===== config.mk =====
export PLATFORM = sky130hd
export DESIGN_NAME = tzl_sum3
export DESIGN_NICKNAME = d
export VERILOG_FILES = /design/src/rtl/core/tzl_pkg.sv /design/src/rtl/core/tzl_sum3.sv
export SDC_FILE = /design/constraint.sdc
export NUM_CORES = 1
export LEC_CHECK = 0
export BUFFER_PORTS_ARGS = -buffer_cell sky130_fd_sc_hd__buf_2
export CAP_MARGIN = 20
export CORE_UTILIZATION = 35
export DETAILED_ROUTE_END_ITERATION = 10
export PLACE_DENSITY = 0.56
export SLEW_MARGIN = 10
export SYNTH_ARGS = -nofsm -noshare
export SYNTH_HDL_FRONTEND = slang
export SYNTH_SLANG_ARGS = --single-unit

===== constraint.sdc =====
create_clock -name vclk -period 9.4
set_input_delay 1.88 -clock vclk [all_inputs]
set_output_delay 1.88 -clock vclk [all_outputs]
set_load 0.02 [all_outputs]

===== src/rtl/core/tzl_pkg.sv =====
`default_nettype none

package tzl_pkg;

    // table depth used when the top level is not overridden
    localparam int DEFAULT_MAX_TRANSITIONS = 256;

    // field widths
    localparam int TIME_W  = 40;
    localparam int OFF_W   = 18;
    localparam int INDEX_W = 9;

    // width of the shared three-term adder, holds time - time + offset
    localparam int SUM_W = 42;

    typedef enum logic [1:0] {
        MODE_CLEAR  = 2'd0,
        MODE_APPEND = 2'd1,
        MODE_UTC    = 2'd2,
        MODE_LOCAL  = 2'd3
    } mode_t;

    typedef enum logic [3:0] {
        ST_IDLE,
        ST_PROBE_ADDR,
        ST_PROBE_CMP,
        ST_FETCH_CUR,
        ST_FETCH_NEXT,
        ST_FETCH_PREV,
        ST_GAP,
        ST_REPEAT,
        ST_RESULT
    } state_t;

    // one stored transition
    typedef struct packed {
        logic [TIME_W-1:0] start_time;
        logic [OFF_W-1:0]  offset;
        logic              dst;
    } entry_t;

    // operand signs for the shared adder
    typedef struct packed {
        logic neg_b;
        logic neg_c;
    } sum_ctl_t;

endpackage

`default_nettype wire


===== src/rtl/core/tzl_sum3.sv =====
`default_nettype none

module tzl_sum3 import tzl_pkg::*;
(
    input  sum_ctl_t                ctl,
    input  logic signed [SUM_W-1:0] a,
    input  logic signed [SUM_W-1:0] b,
    input  logic signed [SUM_W-1:0] c,
    output logic                    negative
);

    logic signed [SUM_W-1:0] b_term;
    logic signed [SUM_W-1:0] c_term;
    logic signed [SUM_W-1:0] total;

    // a +/- b +/- c, only the sign is needed by the sequencer
    assign b_term   = ctl.neg_b ? -b : b;
    assign c_term   = ctl.neg_c ? -c : c;
    assign total    = a + b_term + c_term;
    assign negative = total[SUM_W-1];

endmodule

`default_nettype wire


---- Word-level counts from Yosys, hierarchy flattened ----
Cells that the tools add are included.
operators by class
  mux-type cells .......................... 2
  add/subtract/negate cells ............... 4
operators with widths
  cell            count
  $add 42x42->42  2
  $mux 42         2
  $neg 42->42     2
storage, ports and cells
  output and inout port bits .............. 1
  word-level logic and storage cells ...... 6
  flip-flop bits (word level) ............. 0
  input port bits ......................... 128

---- Logic depth before layout (Yosys ltp) ----
Gate-level depths: netlist of run 1.
  depth in word-level cells ............... 4
  gate-level depth with buffers ........... 17
  depth with buffers taken out ............ 17

---- Least setup slack after synthesis of run 1 ----
Ideal clock, no wire load.
  path kind ............................... input -> output
  start point ............................. input port c[13]
  end point ............................... output port negative
  slack ................................... 1.424 ns
  required time ........................... 7.520 ns
  arrival ................................. 6.096 ns
  stages .................................. 15
  path buffers ............................ 0
  cell sequence ........................... or4_4 -> or4b_4 -> or2_2 -> or3_1 -> o31ai_1 -> xor2_1 -> fa_1 -> inv_1 -> ha_1 -> a21o_1 -> a21o_1 -> a221oi_1 -> nand3_1 -> a31o_2 -> xnor2_1
on the way
  longest elaborated chain between the ends .. 3
RTL lines
  element             line            RTL
  start: declaration  tzl_sum3.sv:8   input logic signed [SUM_W-1:0] c,
  $neg 42->42         tzl_sum3.sv:18  assign c_term = ctl.neg_c ? -c : c;
  $mux 42 (*)         tzl_sum3.sv:18
  $add 42x42->42 (*)  tzl_sum3.sv:19  assign total = a + b_term + c_term;
  end: declaration    tzl_sum3.sv:9   output logic negative
Mark *: on every way between the ends. The rest lies on a longest branch, timed or not.

---- Worst setup path in the final report of run 1 ----
Same ends and word-level chain as after synthesis.

==> metrics.txt, run 1 <==
synth unique cells 38; Max-Cap Viols 0; Worst Tran Pin Value 763 ps; worst path buffer plus inverter count 3; relative slew slack 49.1%; crit path kind in -> out; Die X-Extent 104 µm; WP data arrival 6570 ps; Setup TNS 0 ps; Initial Util 35.9%; WP data required 7520 ps; Critical Path Fanout Max 6; hold crit path type in -> out; I/O Buffers 129; n_diodes 0; synth top area cells fa_1 22%, ha_1 14%, xor2_1 11%, xnor2_1 8.6%, inv_1 8.2%; min Tclk post-route 8450 ps; most common cell in the synthesized netlist inv_1; Critical Path Source Type primary input; Placed Area 4480 µm²; Slew Limit Fails 0; total grt overflow 0; Post-route DRC 0; largest net degree at the start of global routing 42; cts repair resizes 0; Area Overhead vs Synth 22.0%; Hold Slack 4460 ps; Synth top cells by count 80 x inv_1, 46 x xor2_1, 42 x ha_1; CP Capture Type primary output; Lkg Pwr 0.00215 µW; vias per cell 5.10; period utilization 89.9%; Clock Buffer Count 0; Final WS setup 952 ps; max frequency 118 MHz; Synth area leader fa_1; synthesized area 3670 µm²; Worst path slowest cell or4_4; sequential-to-total area share from yosys stat 0%; FP Rows 37; synth warn 0; drt pass-1 iters 6; die height 104 µm; antenna violations before repair 0; RSZ-0062 raised after global routing false; share of layout cells above drive strength 1 25.7%; Post-CTS Setup Inserts 0; Post-Synthesis Net Count 666; Hold Buf Count CTS 0; final-stage net count 791; VDD IR max 0.0000316 V; Fill cells 1084; number of global-route vias before repair 3737; endpoints failing setup 0; outcome completed; Syn Area/Cell 8.05 µm²; Fin. Hold Viols 0; GR Util All Layers 18.8%; worst stage delay on the critical path 580 ps; DRT antenna net count 0; final instance area 4480 µm²; Pwr per Cell Area 71.7 nW/µm²; worst slack, placed 935 ps; Reg area 0 µm²; core area 10200 µm²; Seq Cell Count 0; Ports 129; first-pass GRT wire length 17200 µm; delay-heaviest family, CP simple AND/OR/NAND/NOR gates; GPL Wtd Cong 0.869; post-DP HPWL 8870 µm; Util after Layout 43.8%; Die Area 10900 µm²; cell-by-cell listing of the critical path buf_2, or4_4, or4b_4, or2_2, or3_1, o31ai_1, xor2_1, fa_1, inv_1, ha_1, a21o_1, a21o_1, a221oi_1, nand3_1, a31o_2, xnor2_1, buf_2; multi-input logic area 3330 µm²; final wirelength 10100 µm; Synth top area share 21.8%; DR iter-0 viols 99; Mapped Cells 456; drt wl/cell 14.1 µm; total number of vias 3647
[cells by family (layout without fill, tap and decap cells)]
kind of cell    count (synthesis)  in the layout  share of synthesized area, %
mux                             2              2                         0.545
compound gates                 95             95                          18.1
buf+inv                        90            213                          9.20
fa+ha+maj                      82             82                          36.1
xor+xnor                       83             83                          20.2
simple gates                  104            104                          15.9
[metrics by stage]
step / power, µW / std cells
finish: 321 / 715
global route: 375 / 715
CTS: 325 / 715
detailed placement: 322 / 715
global placement: 317 / 715
floorplan: 219 / 456
[tightest hold or removal path, stage by stage]
cell	delay, ps
buf_2	120
o31ai_4	80
xnor3_1	220
xnor2_1	110
buf_2	170
[placed cells by master (no fill, tap or decap), types with 2 or more instances in the layout]
| cell type | count |
|---|---|
| buf_4 | 4 |
| or4_1 | 11 |
| o21ai_0 | 30 |
| ha_1 | 42 |
| o31ai_1 | 23 |
| o221ai_1 | 2 |
| or3_1 | 6 |
| nor2b_1 | 3 |
| nand4_1 | 8 |
| or2_2 | 6 |
| or4_4 | 2 |
| o41ai_1 | 13 |
| nor3_1 | 9 |
| inv_1 | 80 |
| nor4_1 | 5 |
| nand2_1 | 30 |
| o21a_1 | 3 |
| nand4b_1 | 2 |
| xor2_1 | 46 |
| fa_1 | 40 |
| mux2i_1 | 2 |
| xnor2_1 | 36 |
| nor2_1 | 6 |
| buf_2 | 129 |
| a211oi_1 | 6 |
| a21o_1 | 2 |
| a21oi_1 | 8 |
| nand3_1 | 8 |
| o211ai_1 | 3 |
| nand2b_1 | 3 |
| or3_2 | 3 |
[worst paths after layout]
kind | depth (start not counted) | slack (ps) | endpoint | from
worst min-delay path | 5 | 4460 | negative | c[40]
worst max-delay path | 17 | 950 | negative | c[13]
[final cells by class]
| cell class | instances | area share, % |
|---|---|---|
| inverters | 80 | 6.70 |
| multi-input cells | 366 | 74.4 |
| well taps | 136 | 3.80 |
| repair buffers | 133 | 15.1 |
[where the power goes]
part | leakage (µW) | internal [µW] | switching (µW)
Clock | 0 | 0 | 0
Sequential | 0 | 0 | 0
Combinational | 0.00215 | 146 | 175
Total | 0.00215 | 146 | 175
[routing by layer]
metal  track usage [%]  up-vias  wire length, µm
met5                 0        -                0
met4              2.96        0              150
met3              1.25       14              409
met2              34.0       93             4900
met1              24.8     1714             4630
li1                  -     1826                -
(Power assumes the default switching activity.)
==> run 2, diff against run 1 <==
--- a/config.mk
+++ b/config.mk
@@ -7,9 +7,9 @@
 export LEC_CHECK = 0
 export BUFFER_PORTS_ARGS = -buffer_cell sky130_fd_sc_hd__buf_2
 export CAP_MARGIN = 20
-export CORE_UTILIZATION = 35
+export CORE_UTILIZATION = 40
 export DETAILED_ROUTE_END_ITERATION = 10
-export PLACE_DENSITY = 0.56
+export PLACE_DENSITY = 0.63
 export SLEW_MARGIN = 10
 export SYNTH_ARGS = -nofsm -noshare
 export SYNTH_HDL_FRONTEND = slang
==> constraint.sdc (replaced) <==
create_clock -name vclk -period 10.9
set_input_delay 2.18 -clock vclk [all_inputs]
set_output_delay 2.18 -clock vclk [all_outputs]
set_load 0.02 [all_outputs]
==> metrics.txt, run 2 (synthesis results as in run 1) <==
Die Area 9560 µm² (was 10900 µm²); first-pass GRT wire length 16600 µm (was 17200 µm); cts repair resizes 0 (unchanged); VDD IR max 0.0000250 V (was 0.0000316 V); final instance area 4410 µm² (was 4480 µm²); Hold Buf Count CTS 0 (unchanged); Int Pwr 125 µW (was 146 µW); M1 WL 4390 µm (was 4630 µm); met3 WL 547 µm (was 409 µm); Pwr per Cell Area 62.3 nW/µm² (was 71.7 nW/µm²); share of layout cells above drive strength 1 25.2% (was 25.7%); die height 97.8 µm (was 104 µm); drt wl/cell 14.1 µm (about the same); Reg area 0 µm² (unchanged); WP data required 8720 ps (was 7520 ps); RSZ-0062 raised after global routing false (unchanged); GPL Wtd Cong 0.896 (was 0.869); Placed Area 4410 µm² (was 4480 µm²); n_diodes 0 (unchanged); Die X-Extent 97.8 µm (was 104 µm); relative slew slack 36.9% (was 49.1%); Fin. Hold Viols 0 (unchanged); Post-route DRC 14 (was 0); vias per cell 5.33 (was 5.10); failing checks DRC; Post-CTS Setup Inserts 0 (unchanged); Hold Slack 5060 ps (was 4460 ps); Worst Tran Pin Value 938 ps (was 763 ps); I/O Buffers 129 (unchanged); total number of vias 3641 (was 3647); GR Util All Layers 20.8% (was 18.8%); crit path kind in -> out (unchanged); CP Capture Type primary output (unchanged); DR iter-0 viols 108 (was 99); most frequent cells in the layout 129 x buf_2, 80 x inv_1, 46 x xor2_1 (unchanged); Seq Cell Count 0 (unchanged); endpoints failing setup 0 (unchanged); multi-input logic area 3330 µm² (unchanged); period utilization 84.5%; commonest non-fill, non-tap cell in the layout buf_2 (unchanged); Util after Layout 50.1% (was 43.8%); DRT antenna net count 0 (unchanged); sw frac 54.4% (about the same); max frequency 109 MHz; drt pass-1 iters 7 (was 6); Post-Layout Cell Count 683 (was 715); antenna violations before repair 0 (unchanged); number of global-route vias before repair 3668 (was 3737); Reg power frac 0% (about the same); Fill cells 919 (was 1084); placed cells 683 (was 715); final-stage net count 787 (was 791); WP data arrival 7030 ps (was 6570 ps); total grt overflow 0 (unchanged); NetSw 150 µW (was 175 µW); Slew Limit Fails 0 (unchanged); Clk pwr share 0% (about the same); Max Used Layer met4 (unchanged); outcome finished, violations left (was completed); Initial Util 41.7% (was 35.9%); Setup TNS 0 ps (unchanged); hold crit path type in -> out (unchanged); post-DP HPWL 8710 µm (was 8870 µm); Clock Buffer Count 0 (unchanged); DR WL met2 4610 µm (was 4900 µm); core area 8810 µm² (was 10200 µm²); largest net degree at the start of global routing 42 (unchanged); FP Rows 34 (was 37); final wirelength 9630 µm (was 10100 µm); Gate power share 100.0% (about the same); min Tclk post-route 9210 ps; Area Overhead vs Synth 20.2% (was 22.0%); Critical Path Fanout Max 6 (unchanged); Ports 129 (unchanged); Critical Path Source Type primary input (unchanged); Max-Cap Viols 0 (unchanged); Lkg Pwr 0.00213 µW (was 0.00215 µW)
[run 2: cell count changes in the layout (fill, tap and decap cells not counted), sizes merged]
cell and delta:
buf -4
[run 2: routing by layer]
layer | track usage (%) | up-vias
met1 | 29.0 | 1708
li1 | - | 1826
met2 | 36.1 | 101
met5 | 0 | -
met3 | 2.29 | 6
met4 | 1.75 | 0
[run 2: final timing paths]
kind  startpoint       end  slack [ps]  cells past startpoint
max         c[5]  negative        1690                     17
min        c[40]  negative        5060                      5
[run 2: cell type report]
class                           instances  area share, %
Tap cell                              108           3.06
Timing Repair Buffer                  129           14.6
Inverter                               80           6.80
Multi-Input combinational cell        366           75.5
[run 2: worst max-delay path: stages]
cell and delay [ps]:
buf_2 110, nor4_1 810, nand4b_1 460, or2_2 450
or3_1 390, o31ai_1 280, xor2_1 120, fa_1 490
inv_1 40, ha_1 300, a21o_1 180, a21o_1 170
a221oi_1 270, nand3_1 110, a31o_2 230, xnor2_1 230
buf_2 210
[run 2: through the flow]
| stage | setup WS [ps] | power [µW] |
|---|---|---|
| floorplan | 2320 | 189 |
| global placement | 1820 | 269 |
| detailed placement | 1650 | 276 |
| CTS | 1640 | 278 |
| global route | 1260 | 322 |
| finish | 1690 | 275 |
[run 2: power groups by stage]
stage	clock network, µW	registers (µW)	logic [µW]
5_1_grt	0	0	322
4_1_cts	0	0	278
2_1_floorplan	0	0	189
3_5_place_dp	0	0	276
3_3_place_gp	0	0	269
6_report	0	0	275
